File: config.mk
export PLATFORM = sky130hd
export DESIGN_NAME = rgb_hsv_color_classifier
export DESIGN_NICKNAME = d
export VERILOG_FILES = /design/src/rhcc_pkg.sv /design/src/rgb_hsv_color_classifier.sv
export SDC_FILE = /design/constraint.sdc
export NUM_CORES = 1
export LEC_CHECK = 0
export BUFFER_PORTS_ARGS = -buffer_cell sky130_fd_sc_hd__clkbuf_2
export CORE_MARGIN = 8
export CORE_UTILIZATION = 57
export DETAILED_ROUTE_END_ITERATION = 10
export PLACE_DENSITY_LB_ADDON = 0.2
export SETUP_SLACK_MARGIN = 0.2
export SLEW_MARGIN = 20
export SYNTH_ARGS = -nofsm -noshare
export SYNTH_HDL_FRONTEND = slang
export SYNTH_SLANG_ARGS = --single-unit
File: constraint.sdc
create_clock -name clk -period 20.7 [get_ports clk]
set_input_delay 1.035 -clock clk [delete_from_list [all_inputs] [get_ports clk]]
set_output_delay 1.035 -clock clk [all_outputs]
set_load 0.02 [all_outputs]
File: src/rhcc_pkg.sv
// ----------------------------------------------------------------------------
// rhcc_pkg: shared types and helpers for the RGB to HSV colour classifier
// Word layouts, pipeline stage records, colour codes, thresholds, divider step
// and the classification table.
// ----------------------------------------------------------------------------
package rhcc_pkg;

    // APB register map
    localparam int unsigned ADDR_W = 3;
    localparam logic REG_BRIGHTNESS = 1'b0;   // register index, paddr[2]

    // Divider: 13 quotient bits, two per stage (one in the last stage)
    localparam int unsigned DIV_STEPS      = 13;
    localparam int unsigned STEPS_PER_STG  = 2;
    localparam int unsigned DIV_STAGES     = (DIV_STEPS + STEPS_PER_STG - 1) / STEPS_PER_STG;

    // Colour codes
    localparam logic [3:0] CLR_WHITE   = 4'd0;
    localparam logic [3:0] CLR_GRAY    = 4'd1;
    localparam logic [3:0] CLR_BLACK   = 4'd2;
    localparam logic [3:0] CLR_RED     = 4'd3;
    localparam logic [3:0] CLR_BROWN   = 4'd4;
    localparam logic [3:0] CLR_ORANGE  = 4'd5;
    localparam logic [3:0] CLR_YELLOW  = 4'd6;
    localparam logic [3:0] CLR_GREEN   = 4'd7;
    localparam logic [3:0] CLR_BLUE    = 4'd8;
    localparam logic [3:0] CLR_PINK    = 4'd9;
    localparam logic [3:0] CLR_PURPLE  = 4'd10;
    localparam logic [3:0] CLR_UNKNOWN = 4'd11;

    // Hue in 1/64 degree
    localparam logic [14:0] HUE_30  = 15'd1920;
    localparam logic [14:0] HUE_40  = 15'd2560;
    localparam logic [14:0] HUE_65  = 15'd4160;
    localparam logic [14:0] HUE_120 = 15'd7680;
    localparam logic [14:0] HUE_165 = 15'd10560;
    localparam logic [14:0] HUE_240 = 15'd15360;
    localparam logic [14:0] HUE_265 = 15'd16960;
    localparam logic [14:0] HUE_300 = 15'd19200;
    localparam logic [14:0] HUE_340 = 15'd21760;
    localparam logic [14:0] HUE_360 = 15'd23040;

    // Percent in 1/64
    localparam logic [13:0] PCT_5   = 14'd320;
    localparam logic [13:0] PCT_10  = 14'd640;
    localparam logic [13:0] PCT_15  = 14'd960;
    localparam logic [13:0] PCT_50  = 14'd3200;
    localparam logic [13:0] PCT_80  = 14'd5120;
    localparam logic [13:0] PCT_85  = 14'd5440;

    // Scale factors
    localparam logic [21:0] SAT_SCALE = 22'd6400;   // d*6400/max
    localparam logic [21:0] HUE_SCALE = 22'd3840;   // 60 deg * 64 per unit of d
    localparam logic [13:0] VAL_SCALE = 14'd25;     // max*100*64/256

    typedef struct packed {
        logic [7:0] red_level;
        logic [7:0] green_level;
        logic [7:0] blue_level;
    } in_word_t;

    typedef struct packed {
        logic [3:0]  color_code;
        logic [14:0] hue_angle;
        logic [12:0] saturation_pct;
        logic [13:0] value_pct;
    } out_word_t;

    typedef enum logic [1:0] {
        SEC_RED,
        SEC_GREEN,
        SEC_BLUE
    } sector_t;

    // Offset channels
    typedef struct packed {
        logic [8:0] red;
        logic [8:0] green;
        logic [8:0] blue;
    } chan_t;

    // Max/min and hue difference
    typedef struct packed {
        logic [8:0] mx;
        logic [8:0] d;
        logic [8:0] mag;
        logic       neg;
        sector_t    sector;
    } span_t;

    // One restoring-divider lane
    typedef struct packed {
        logic [12:0] num;      // numerator bits still to feed, MSB first
        logic [8:0]  rem;
        logic [12:0] quot;
        logic [8:0]  divisor;
    } div_lane_t;

    typedef struct packed {
        div_lane_t   sat;
        div_lane_t   hue;
        logic [13:0] value;
        logic        neg;
        logic        neutral;
        sector_t     sector;
    } div_stage_t;

    typedef struct packed {
        logic [14:0] hue;
        logic [12:0] sat;
        logic [13:0] value;
    } hsv_t;

    function automatic div_lane_t div_step(input div_lane_t l);
        logic [9:0] trial;
        logic [9:0] diff;
        div_lane_t  o;
        o     = l;
        trial = {l.rem, l.num[12]};
        diff  = trial - {1'b0, l.divisor};
        if (trial >= {1'b0, l.divisor})
        begin
            o.rem  = diff[8:0];
            o.quot = {l.quot[11:0], 1'b1};
        end
        else
        begin
            o.rem  = trial[8:0];
            o.quot = {l.quot[11:0], 1'b0};
        end
        o.num = {l.num[11:0], 1'b0};
        return o;
    endfunction

    function automatic logic [3:0] classify(input logic [14:0] h, input logic [12:0] s,
                                            input logic [13:0] v);
        logic        sat_low;
        logic [13:0] sw;
        logic [3:0]  c;
        sw      = {1'b0, s};
        sat_low = sw <= PCT_10;
        if (h > HUE_360)
            c = CLR_UNKNOWN;
        else if (sat_low && v > PCT_85)
            c = CLR_WHITE;
        else if (sat_low && v > PCT_15)
            c = CLR_GRAY;
        else if (v <= PCT_15)
            c = CLR_BLACK;
        else if (h < HUE_30 || h >= HUE_340)
            c = CLR_RED;
        else if (h < HUE_40)
            c = (sw >= PCT_50 && v <= PCT_80) ? CLR_BROWN : CLR_ORANGE;
        else if (h < HUE_65)
            c = CLR_YELLOW;
        else if (h < HUE_165)
            c = CLR_GREEN;
        else if (h < HUE_265)
            c = CLR_BLUE;
        else if (h >= HUE_300 && sw > PCT_5 && v >= PCT_80)
            c = CLR_PINK;
        else
            c = CLR_PURPLE;
        return c;
    endfunction

endpackage

File: src/rgb_hsv_color_classifier.sv
// ----------------------------------------------------------------------------
// rgb_hsv_color_classifier: pixel colour naming via HSV
// Adds a brightness offset, converts RGB to HSV in 1/64 fixed point and names
// the colour from hue band and saturation/value thresholds.
// ----------------------------------------------------------------------------
// Pipeline: 12 register stages, the first loaded at acceptance.
// Throughput: one word per cycle when the output is not stalled; the 7-stage pipelined divider
//   (two quotient bits per stage, one in the last) then takes a new pair each cycle.
// Reset: rst_n clears all stage valid bits and the brightness offset (offset_reg) to 0.
//   Datapath registers are not reset.
// ----------------------------------------------------------------------------
module rgb_hsv_color_classifier
(
    input  logic                          clk,
    input  logic                          rst_n,
    // pixel word in
    input  logic                          pix_valid,
    output logic                          pix_ready,
    input  rhcc_pkg::in_word_t            pix,
    // result word out
    output logic                          res_valid,
    input  logic                          res_ready,
    output rhcc_pkg::out_word_t           res,
    // APB register port
    input  logic                          psel,
    input  logic                          penable,
    input  logic                          pwrite,
    input  logic [rhcc_pkg::ADDR_W-1:0]   paddr,
    input  logic [31:0]                   pwdata,
    output logic [31:0]                   prdata,
    output logic                          pready
);
    import rhcc_pkg::*;

    // Stage map: 0 offset add, 1 max/min/diff, 2 numerators,
    // 3..3+DIV_STAGES-1 divider, then hue assembly, then classify/output.
    localparam int unsigned STG_DIV0 = 3;
    localparam int unsigned STG_HSV  = STG_DIV0 + DIV_STAGES;
    localparam int unsigned STG_OUT  = STG_HSV + 1;
    localparam int unsigned NSTG     = STG_OUT + 1;

    // ------------------------------------------------------------------
    // Configuration register
    // ------------------------------------------------------------------
    logic [7:0] offset_reg;
    logic       cfg_wr;

    assign pready = 1'b1;
    assign cfg_wr = psel && penable && pwrite && (paddr[2] == REG_BRIGHTNESS);

    always_ff @(posedge clk or negedge rst_n)
    begin
        if (!rst_n)
            offset_reg <= 8'd0;
        else if (cfg_wr)
            offset_reg <= pwdata[7:0];
    end

    always_comb
    begin
        if (paddr[2] == REG_BRIGHTNESS)
            prdata = {24'd0, offset_reg};
        else
            prdata = 32'd0;
    end

    // ------------------------------------------------------------------
    // Flow control: a stage loads when empty or when the one after moves,
    // so bubbles are squeezed out and a stall holds the full run at the end.
    // ------------------------------------------------------------------
    logic [NSTG-1:0] vld_reg;
    logic [NSTG-1:0] vld_next;
    logic [NSTG-1:0] en;

    always_comb
    begin
        en[NSTG-1] = !vld_reg[NSTG-1] || res_ready;
        for (int i = NSTG - 2; i >= 0; i--)
            en[i] = !vld_reg[i] || en[i+1];
        vld_next[0] = pix_valid;
        for (int i = 1; i < NSTG; i++)
            vld_next[i] = vld_reg[i-1];
    end

    assign pix_ready = en[0];
    assign res_valid = vld_reg[NSTG-1];

    always_ff @(posedge clk or negedge rst_n)
    begin
        if (!rst_n)
            vld_reg <= '0;
        else
            for (int i = 0; i < NSTG; i++)
                if (en[i])
                    vld_reg[i] <= vld_next[i];
    end

    // ------------------------------------------------------------------
    // Stage 0: brightness offset, channels widen to 9 bits
    // ------------------------------------------------------------------
    chan_t ch_reg, ch_next;

    always_comb
    begin
        ch_next.red   = {1'b0, pix.red_level}   + {1'b0, offset_reg};
        ch_next.green = {1'b0, pix.green_level} + {1'b0, offset_reg};
        ch_next.blue  = {1'b0, pix.blue_level}  + {1'b0, offset_reg};
    end

    always_ff @(posedge clk)
    begin
        if (en[0])
            ch_reg <= ch_next;
    end

    // ------------------------------------------------------------------
    // Stage 1: max, min, chroma, sector and signed hue difference.
    // Ties for max go red first, then green.
    // ------------------------------------------------------------------
    span_t      sp_reg, sp_next;
    logic [8:0] mx, mn;
    logic       gb_neg, br_neg, rg_neg;
    logic [8:0] gb_mag, br_mag, rg_mag;

    always_comb
    begin
        mx = ch_reg.red;
        if (ch_reg.green > mx)
            mx = ch_reg.green;
        if (ch_reg.blue > mx)
            mx = ch_reg.blue;
        mn = ch_reg.red;
        if (ch_reg.green < mn)
            mn = ch_reg.green;
        if (ch_reg.blue < mn)
            mn = ch_reg.blue;

        // the three candidate differences, worked in parallel
        gb_neg = ch_reg.green < ch_reg.blue;
        gb_mag = gb_neg ? ch_reg.blue - ch_reg.green : ch_reg.green - ch_reg.blue;
        br_neg = ch_reg.blue < ch_reg.red;
        br_mag = br_neg ? ch_reg.red - ch_reg.blue : ch_reg.blue - ch_reg.red;
        rg_neg = ch_reg.red < ch_reg.green;
        rg_mag = rg_neg ? ch_reg.green - ch_reg.red : ch_reg.red - ch_reg.green;

        sp_next.mx = mx;
        sp_next.d  = mx - mn;
        if (mx == ch_reg.red)
        begin
            sp_next.sector = SEC_RED;
            sp_next.neg    = gb_neg;
            sp_next.mag    = gb_mag;
        end
        else if (mx == ch_reg.green)
        begin
            sp_next.sector = SEC_GREEN;
            sp_next.neg    = br_neg;
            sp_next.mag    = br_mag;
        end
        else
        begin
            sp_next.sector = SEC_BLUE;
            sp_next.neg    = rg_neg;
            sp_next.mag    = rg_mag;
        end
    end

    always_ff @(posedge clk)
    begin
        if (en[1])
            sp_reg <= sp_next;
    end

    // ------------------------------------------------------------------
    // Stage 2: scaled numerators (constant multiplies) and value.
    // Both quotients fit 13 bits, so the top numerator bits seed the
    // remainder directly.
    // ------------------------------------------------------------------
    div_stage_t nm_reg, nm_next;
    logic [21:0] sat_num, hue_num;

    always_comb
    begin
        sat_num = {13'd0, sp_reg.d}   * SAT_SCALE;
        hue_num = {13'd0, sp_reg.mag} * HUE_SCALE;

        nm_next.sat.rem     = sat_num[21:13];
        nm_next.sat.num     = sat_num[12:0];
        nm_next.sat.quot    = '0;
        nm_next.sat.divisor = sp_reg.mx;

        nm_next.hue.rem     = hue_num[21:13];
        nm_next.hue.num     = hue_num[12:0];
        nm_next.hue.quot    = '0;
        nm_next.hue.divisor = sp_reg.d;

        nm_next.value   = {5'd0, sp_reg.mx} * VAL_SCALE;
        nm_next.neg     = sp_reg.neg;
        nm_next.neutral = (sp_reg.d == 9'd0);
        nm_next.sector  = sp_reg.sector;
    end

    always_ff @(posedge clk)
    begin
        if (en[2])
            nm_reg <= nm_next;
    end

    // ------------------------------------------------------------------
    // Divider pipeline: two restoring steps per stage on both lanes, one in the last stage
    // ------------------------------------------------------------------
    div_stage_t div_reg  [DIV_STAGES];
    div_stage_t div_next [DIV_STAGES];

    for (genvar j = 0; j < DIV_STAGES; j++)
    begin : g_div
        always_comb
        begin
            if (j == 0)
                div_next[j] = nm_reg;
            else
                div_next[j] = div_reg[(j == 0) ? 0 : j - 1];
            for (int k = 0; k < STEPS_PER_STG; k++)
                if (j * STEPS_PER_STG + k < DIV_STEPS)
                begin
                    div_next[j].sat = div_step(div_next[j].sat);
                    div_next[j].hue = div_step(div_next[j].hue);
                end
        end

        always_ff @(posedge clk)
        begin
            if (en[STG_DIV0 + j])
                div_reg[j] <= div_next[j];
        end
    end

    // ------------------------------------------------------------------
    // Hue assembly from sector base and quotient; neutral pixels give 0/0
    // ------------------------------------------------------------------
    hsv_t        hsv_reg, hsv_next;
    div_stage_t  dv;
    logic [14:0] q;

    always_comb
    begin
        dv = div_reg[DIV_STAGES-1];
        q  = {3'd0, dv.hue.quot[11:0]};
        case (dv.sector)
            SEC_RED:   hsv_next.hue = dv.neg ? HUE_360 - q : q;
            SEC_GREEN: hsv_next.hue = dv.neg ? HUE_120 - q : HUE_120 + q;
            SEC_BLUE:  hsv_next.hue = dv.neg ? HUE_240 - q : HUE_240 + q;
            default:   hsv_next.hue = '0;
        endcase
        hsv_next.sat   = dv.sat.quot;
        hsv_next.value = dv.value;
        if (dv.neutral)
        begin
            hsv_next.hue = '0;
            hsv_next.sat = '0;
        end
    end

    always_ff @(posedge clk)
    begin
        if (en[STG_HSV])
            hsv_reg <= hsv_next;
    end

    // ------------------------------------------------------------------
    // Classification and output register
    // ------------------------------------------------------------------
    out_word_t res_reg, res_next;

    always_comb
    begin
        res_next.color_code     = classify(hsv_reg.hue, hsv_reg.sat, hsv_reg.value);
        res_next.hue_angle      = hsv_reg.hue;
        res_next.saturation_pct = hsv_reg.sat;
        res_next.value_pct      = hsv_reg.value;
    end

    always_ff @(posedge clk)
    begin
        if (en[STG_OUT])
            res_reg <= res_next;
    end

    assign res = res_reg;

endmodule

* After elaboration in Yosys (flattened, before gate mapping)
Memory sizes are Yosys's and may differ from the RTL's.
Index checks and enable logic that the tools add are counted.
Widths: inputs -> output; s select.
** Storage, ports and cells
- Word-level logic and storage cells :: 238
- Memories :: 1
- Memory bits (writable) :: 728
- Output and inout bits :: 81
- Flip-flop bits (word level) :: 228
- Input port bits :: 66
** Memory list
- div_reg :: depth 7, width 104, rd ports 7, clocked after Yosys merged registers in 0, write ports 7, RTL line rgb_hsv_color_classifier.sv:212 : div_stage_t div_reg [DIV_STAGES];
** Cells by class
- $add $sub $neg :: 41
- Magnitude comparators :: 49
- Muxes and demuxes :: 64
- Bitwise operators :: 1
- Equal/unequal tests :: 4
- Reduce and logical (&&, ||, !) cells :: 36
- Multipliers :: 3
** Operators with widths (number)
- $mux 22 :: 26
- $sub 9x9->9 :: 33
- $ge 10x9->1 :: 25
- $mux 9 :: 7
- $lt 9x9->1 :: 5
- $mux 15 :: 3
- $pmux 15 s3 :: 1
- $ge 15x15->1 const B :: 2
- $mul 9x5->14 const B :: 2
- $mux 4 :: 7
- $add 8x8->9 :: 3
- $mux 12 :: 2
- $eq 9x9->1 :: 2
- $gt 9x9->1 :: 2
- $add 14x12->15 const A :: 1
- $gt 15x15->1 const B :: 1
- $lt 15x11->1 const B :: 1
- $lt 15x12->1 const B :: 1
- $lt 15x13->1 const B :: 1
- $lt 15x14->1 const B :: 1
- $lt 15x15->1 const B :: 1
- $mux 1 :: 15
- $sub 14x12->15 const A :: 1
- $sub 15x12->15 const A :: 1
- other kinds (23) :: 54

* Logic depth before layout (Yosys ltp)
Gate-level depths: netlist of the first run.
- Depth after elaboration :: 13
- Depth in mapped cells :: 28
- Gate-level depth less buffers :: 25

* Least setup slack after synthesis of the first run
Ideal clock, no wire load.
- Kind :: input-to-output
- Start :: in res_ready
- End :: out pix_ready
- Required time :: 19.665 ns
- Stages :: 8
- Data arrival time :: 7.751 ns
- Path buffers :: 0
- Path slack :: 11.914 ns
- Path through :: nand2b_1 -> nor2_1 -> and3_1 -> nand3_1 -> nor2_1 -> nand3_1 -> nor2_1 -> nand3_1
** On the way
- Cells in the longest elaborated chain, start to end :: 12
** Ends and longest elaborated chain
- start: declaration :: RTL line rgb_hsv_color_classifier.sv:22 : input logic res_ready,
- $logic_or 1x1->1 :: RTL line rgb_hsv_color_classifier.sv:77 : en[NSTG-1] = !vld_reg[NSTG-1] || res_ready;
- $logic_or 1x1->1 (5 in a row) :: RTL line rgb_hsv_color_classifier.sv:79 : en[i] = !vld_reg[i] || en[i+1];
- net en[6] :: RTL line rgb_hsv_color_classifier.sv:73 : logic [NSTG-1:0] en;
- $logic_or 1x1->1 (3 in a row) :: RTL line rgb_hsv_color_classifier.sv:79
- net en[3] :: RTL line rgb_hsv_color_classifier.sv:73
- $logic_or 1x1->1 (3 in a row) :: RTL line rgb_hsv_color_classifier.sv:79
- end: declaration :: RTL line rgb_hsv_color_classifier.sv:18 : output logic pix_ready,
The timed path passes the listed nets, and every way through them passes these cells.

==> summary.txt, run 1 <==
Route
  – Vias per inst: around 5.7
  – DRC viols: 0
  – DR WL met2: 41800 um
  – Met3 WL: between 3000 and 4000 um
  – Post-route ant nets: 0
  – Routed wire length: between 80000 and 90000 um
  – Via count: ~26000
  – Metal-1 WL: 36500 um
  – Routed length per placed instance: 18.4 um
  – DR pass1 iterations: 7
  – Highest metal used: met4
  – Drt first-iter violations: about 1500

Outcome
  – Outcome: finished clean

Critical path
  – Critical Path AT: 8.04 ns
  – Flop2flop setup slack: between 10 and 15 ns
  – R2R Path End: nm_next[26]$_DFFE_PP_
  – Worst reg-to-reg path cell count: 25
  – Crit path launch: ch_reg[14]$_DFFE_PP_
  – CP Max Fanout: 14
  – Critical path required time: roughly 21 ns
  – WS Path Type: flip-flop to flip-flop
  – Reg2Reg Launch Point: ch_reg[14]$_DFFE_PP_
  – Worst setup SP type: flip-flop
  – Worst Setup End Kind: flip-flop

Yosys
  – Ys async rst share: around 3%
  – Most frequent cell after synthesis: edfxtp_1
  – Post-synthesis compound-gate area fraction: 13.0%
  – Synth Area in Adders: 15.7%
  – Post-synth EDFFs: 633
  – Synth Instances: 3458
  – Multiplexer share of the synthesized area: 3.58%
  – Post-synthesis cell type count: 98
  – Ys Warns: 0
  – Yosys top cell by area: edfxtp_1
  – Largest family of logic cells by synthesized area: adder cells
  – Top post-synthesis cells by area: edfxtp_1 48%, ha_1 13%, xnor2_1 3.7%, a21oi_1 3.3%, inv_1 3.1%
  – Synthesized flop and latch total: 653
  – Seq/Total Area, Yosys: 49.0%
  – Most used flip-flop cell after synthesis: edfxtp_1
  – Synth Area per Inst: 11.5 sq um
  – Post-Syn Area: 39800 sq um
  – Synth cell count leaders: 633 x edfxtp_1, 419 x ha_1, 333 x inv_1, 262 x a21oi_1, 227 x nor2_1
  – Post-Synth XOR/XNOR Area: 5.23%
  – Top-area cell type share of the netlist area: 47.7%
  – Synth Area in Simple Gates: roughly a tenth

Layout
  – Fillcell total: 5458
  – Layout area overhead: 9.53%
  – Fraction of layout cells with a size suffix above 1: 10.1%
  – ANT cells: 0
  – Nets: 4121
  – Largest register FFs: approximately 430

STA
  – RSZ-0062 raised after global routing: false
  – Worst-Margin Slew: 1.11 ns
  – Rel. slew slack: between 20% and 30%
  – Final worst-path cycle share: 37.2%
  – Slew Viols, Final: 0
  – Post-route minimum period: 7.71 ns
  – Setup violators final: 0
  – Clock skew: ~0.036 ns
  – Setup_tns: 0 ns
  – Max Clock Freq: 130 MHz
  – Final hold vios: 0

Global route
  – First-pass GRT wire length: 136000 um
  – Grt ovf: 0
  – Overall Global Routing Usage: 21.2%
  – Vias in the first global route: 26700
  – Largest net degree at the start of global routing: 75
  – Initial antenna violation count: 0

CTS
  – Skew-Pair Late Insertion Delay: 0.61 ns
  – CTS Buf Count: slightly above 70
  – CTS Hold Bufs: 0
  – CTS tree: built
  – Worst-path clk slew: 0.06 ns
  – CTS HTree Levels: 3
  – Clk buf depth: 3
  – Setup Buffers After CTS: 0
  – CTS resizes: 0
  – Root Driver: clkbuf_16
  – CTS sink count: 653

Flow run
  – Max Cap Violations: 0

Floorplan
  – Die H: roughly 280 um
  – Starting Density: 57.2%
  – Die ar.: slightly below 80000 sq um
  – Row cnt: 97
  – IO Pins: between 100 and 150
  – Die X: about 280 um
  – Core box area: 69700 sq um

Placement
  – Port bufs: 95
  – RePlAce Congestion: around 0.90
  – Post-DP HPWL: 65800 um

Hold path
  – Hold Crit Class: flip-flop to flip-flop
  – Hold Path Stages: 0
  – Worst Hold Endpoint: div_reg[1][60]$_DFFE_PP_
  – Hold Crit Start: div_reg[0][58]$_DFFE_PP_
## logic make-up after synthesis
logic type / after synthesis
AOI/OAI and AO/OA: 818
xor gates and xnor gates: 236
adders and majority gates: 469
buffers and inverters: 412
DFF: 653
muxes: 130
other: 2
and+or+nand+nor: 738
## cells in the final DEF, fill, tap and decap left out, types with 23 or more instances in the layout
master	n
nor3_1	34
o21bai_1	48
mux2_2	98
xnor2_1	169
clkbuf_2	95
mux2i_1	31
inv_1	330
fa_1	50
o21ai_0	179
nand2_1	164
nand2b_1	51
and2_1	23
a21oi_1	261
nand4_1	47
conb_1	25
a21o_1	151
edfxtp_1	633
clkbuf_16	73
ha_1	419
nor2b_1	72
xor2_1	65
nand3_1	29
nor2_1	227
## worst max-delay path, cell delays in order (launching register included)
cell,delay (ns)
edfxtp_1,0.60
inv_1,0.29
ha_1,0.59
nand4_4,0.24
or3_4,0.46
o31a_1,0.17
nand2_1,0.42
nor2_1,0.10
a21oi_2,0.32
ha_1,0.18
and4_1,0.25
nand3_1,0.21
or3_1,0.36
a211oi_1,0.33
or3_1,0.38
nand3_4,0.27
o21ai_4,0.23
mux2i_1,0.47
ha_1,0.34
inv_1,0.07
ha_1,0.19
a311oi_1,0.22
o21ai_0,0.24
a21o_1,0.22
a21oi_1,0.17
xnor2_1,0.07
## per-stage QoR
step	worst slack (ns)	instances	hold WS (ns)	area [sq um]	utilization (%)
4_1_cts	13.04	4583	0.399	43600	62.6
3_5_place_dp	13.08	4453	0.405	41300	59.3
2_1_floorplan	11.91	3481	0.400	39900	-
6_report	12.99	4583	0.403	43600	62.6
3_3_place_gp	13.23	4453	0.400	41300	59.3
5_1_grt	12.56	4583	0.412	43600	62.6
## per-layer routing
layer,global-route usage (%),up-vias
met5,0,-
met4,7.59,0
met3,2.80,152
met2,37.7,514
met1,26.4,12500
li1,-,12800
## cell type report
class / count / area, sq um / area share, %
Sequential cell: 653 / 19500 / 44.7
Multi-Input combinational cell: 2416 / 18800 / 43.0
Inverter: 335 / 1260 / 2.88
Clock inverter: 41 / 435 / 0.998
Tap cell: 940 / 1180 / 2.70
Timing Repair Buffer: 109 / 581 / 1.33
Clock buffer: 89 / 1910 / 4.37
## worst max path at each step
stage,depth (start not counted),to
global route,24,nm_next[26]$_DFFE_PP_
CTS,25,nm_next[26]$_DFFE_PP_
global placement,21,sp_reg[11]$_DFFE_PP_
floorplan,8,pix_ready
finish,25,nm_next[26]$_DFFE_PP_
detailed placement,25,nm_next[26]$_DFFE_PP_
Power of run 1 is left out: the tool's default activity adds up to more than one toggle a clock period on the data nets, which glitch-free logic cannot reach.
==> inputs of run 2 (changes only) <==
clock period = 7.4 ns   (was 20.7 ns; I/O delays follow)
==> run 2 against run 1 <==
  * Global-route usage increased by 0.81 points
  * Fmax increased by 14%
  * Die area unchanged
  * Critical path depth decreased by 4
  * Wire length increased by 3.6%
  * Largest cell class unchanged
  * Register-to-register slack got worse by 12 ns
  * Final area increased by 0.93%
  * Sequential share of layout area decreased by 0.41 points
  * First-iteration DRC count decreased by 6.7%
  * Final cell count increased by 0.70%
  * Non-clock buffer count increased by 33
==> summary.txt, run 2 (synthesis gave the netlist of run 1 again) <==
Critical path
  – R2R Path End: sp_reg[8]$_DFFE_PP_ (was nm_next[26]$_DFFE_PP_)
  – Critical path required time: 7.74 ns (was 21.04 ns)
  – WS Path Type: flip-flop to flip-flop (unchanged)
  – Crit path max-delay family: simple AND/OR/NAND/NOR gates (unchanged)
  – CP Max Fanout: 17 (was 14)
  – Worst reg-to-reg path cell count: 21 (was 25)
  – CP bufs+invs: 2 (unchanged)
  – Flop2flop setup slack: 0.62 ns (was 12.99 ns)
  – Critical Path, Cell by Cell: inv_1, ha_1, a211oi_2, o21ba_2, nand3_1, nand2_2, nor2_1, a21oi_2, ha_1, and4_1, nand3_1, or3_1, a211oi_1, nor3_2, nor3_2, nor3_1, o32a_1, nor4_1, nand4_2, inv_1, a22oi_1
  – Worst setup SP type: flip-flop (unchanged)
  – Reg2Reg Launch Point: ch_reg[15]$_DFFE_PP_ (was ch_reg[14]$_DFFE_PP_)
  – Crit-path slowest cell: nor3_2 (was edfxtp_1)
  – Critical Path AT: 7.12 ns (was 8.04 ns)
  – Worst Setup End Kind: flip-flop (unchanged)
  – Largest stage delay on the critical path: 0.55 ns (was 0.60 ns)

Floorplan
  – IO Pins: 147 (unchanged)
  – Core box area: 69700 sq um (unchanged)
  – Die X: 280 um (unchanged)
  – Die ar.: 78600 sq um (unchanged)
  – Row cnt: 97 (unchanged)
  – Die H: 280 um (unchanged)
  – Starting Density: 57.2% (unchanged)

Hold path
  – Hold Path Stages: 2 (was 0)
  – Hold Crit Class: input port to flip-flop (was flip-flop to flip-flop)
  – Worst Hold Endpoint: ch_reg[0]$_DFFE_PP_ (was div_reg[1][60]$_DFFE_PP_)
  – Hold Crit Start: pix[0] (was div_reg[0][58]$_DFFE_PP_)

Route
  – Drt first-iter violations: 1385 (was 1485)
  – Post-route ant nets: 0 (unchanged)
  – Routed length per placed instance: 18.9 um (was 18.4 um)
  – DRC viols: 0 (unchanged)
  – DR pass1 iterations: 5 (was 7)
  – Routed wire length: 87200 um (was 84200 um)
  – Vias per inst: 5.69 (was 5.66)
  – Via count: 26300 (was 25900)

STA
  – Rel. slew slack: 29.7% (was 25.6%)
  – Worst setup margin: 0.619 ns (was 12.99 ns)
  – Final hold vios: 0 (unchanged)
  – Setup_tns: 0 ns (unchanged)
  – Worst-Margin Slew: 1.05 ns (was 1.11 ns)
  – Final worst-path cycle share: 91.6% (was 37.2%)
  – RSZ-0062 raised after global routing: false (unchanged)
  – Slew Viols, Final: 0 (unchanged)
  – Post-route minimum period: 6.78 ns (was 7.71 ns)
  – Setup violators final: 0 (unchanged)
  – Clock skew: 0.0337 ns (was 0.0359 ns)
  – Max Clock Freq: 147 MHz (was 130 MHz)

Outcome
  – Outcome: finished clean (unchanged)

Placement
  – Post-DP HPWL: 68500 um (was 65800 um)
  – Place WS: 0.613 ns (was 13.08 ns)
  – Placed cell count: 4476 (was 4453)
  – RePlAce Congestion: 0.952 (was 0.905)
  – Port bufs: 95 (unchanged)

Layout
  – Multi-input gate area: 18800 sq um (about the same)
  – Largest register FFs: 431 (unchanged)
  – Reg area: 19500 sq um (unchanged)
  – ANT cells: 0 (unchanged)
  – Layout area overhead: 10.5% (was 9.53%)
  – Util after Layout: 63.2% (was 62.6%)
  – Fillcell total: 5455 (was 5458)
  – Fraction of layout cells with a size suffix above 1: 10.5% (was 10.1%)
  – Commonest cells after routing, fill and taps aside: 633 x edfxtp_1, 419 x ha_1, 330 x inv_1 (unchanged)
  – Nets: 4154 (was 4121)
  – Final Non-Filler Cells: 4615 (was 4583)
  – Most common cell after layout, fill and taps aside: edfxtp_1 (unchanged)

Global route
  – First-pass GRT wire length: 139000 um (was 136000 um)
  – Overall Global Routing Usage: 22.0% (was 21.2%)
  – Initial antenna violation count: 2 (was 0)
  – Grt ovf: 0 (unchanged)
  – Largest net degree at the start of global routing: 73 (was 75)
  – Vias in the first global route: 26800 (was 26700)

CTS
  – CTS HTree Levels: 3 (unchanged)
  – Skew-Pair Late Insertion Delay: 0.62 ns (was 0.61 ns)
  – Setup Buffers After CTS: 0 (unchanged)
  – Root Driver: clkbuf_16 (unchanged)
  – CTS Buf Count: 71 (unchanged)
  – CTS tree: built (unchanged)
  – Worst-path clk slew: 0.06 ns (about the same)
  – CTS sink count: 653 (unchanged)
  – Clk buf depth: 3 (unchanged)

Flow run
  – Max Cap Violations: 0 (unchanged)
==> run 2: cell count changes in the layout (fill, tap and decap cells not counted), sizes merged <==
cell	before	now
clkinv	28	27
buf	14	37
bufinv	6	12
clkbuf	184	179
inv	337	336
dlygate4sd3	0	10
==> run 2: stage by stage <==
stage	area (sq um)	hold WS, ns
after floorplan	39900	0.0744
after global placement	41500	0.375
after detailed placement	41500	0.405
after CTS	44000	0.0805
after global routing	44000	0.103
final	44000	0.0984
==> run 2: what timing repair did <==
item | 4_1_cts | 5_1_grt
hold buffers | 10 | 0
endpoints found under the hold margin | 29 | 0
endpoints found under the setup margin | 0 | 10
gates resized for setup | 0 | 2
==> run 2: final cells by class <==
type	count	share of cell area, %
Multi-Input combinational cell	2416	42.6
Clock inverter	45	1.42
Clock buffer	84	4.19
Sequential cell	653	44.3
Tap cell	940	2.67
Inverter	335	2.86
Timing Repair Buffer	142	1.94
==> run 2: routing by layer <==
| metal | vias up | share of wire (%) | GRT usage (%) |
|---|---|---|---|
| met5 | - | 0.026 | 0 |
| met4 | 4 | 3.7 | 8.32 |
| met3 | 193 | 4.9 | 3.85 |
| met2 | 643 | 49 | 38.6 |
| met1 | 12600 | 42 | 27.1 |
| li1 | 12800 | - | - |
==> run 2: how the worst max path moves through the flow <==
stage,slack (ns),endpoint,cells after the start,from
detailed placement,0.61,nm_next[24]$_DFFE_PP_,24,ch_reg[15]$_DFFE_PP_
global route,0.20,sp_reg[8]$_DFFE_PP_,21,ch_reg[15]$_DFFE_PP_
finish,0.62,sp_reg[8]$_DFFE_PP_,21,ch_reg[15]$_DFFE_PP_
floorplan,0.52,ch_reg[0]$_DFFE_PP_,8,vld_reg[11]$_DFFE_PN0P_
global placement,0.69,sp_reg[9]$_DFFE_PP_,21,ch_reg[15]$_DFFE_PP_
CTS,0.61,sp_reg[11]$_DFFE_PP_,21,ch_reg[15]$_DFFE_PP_
Power of run 2 is left out for the same reason.
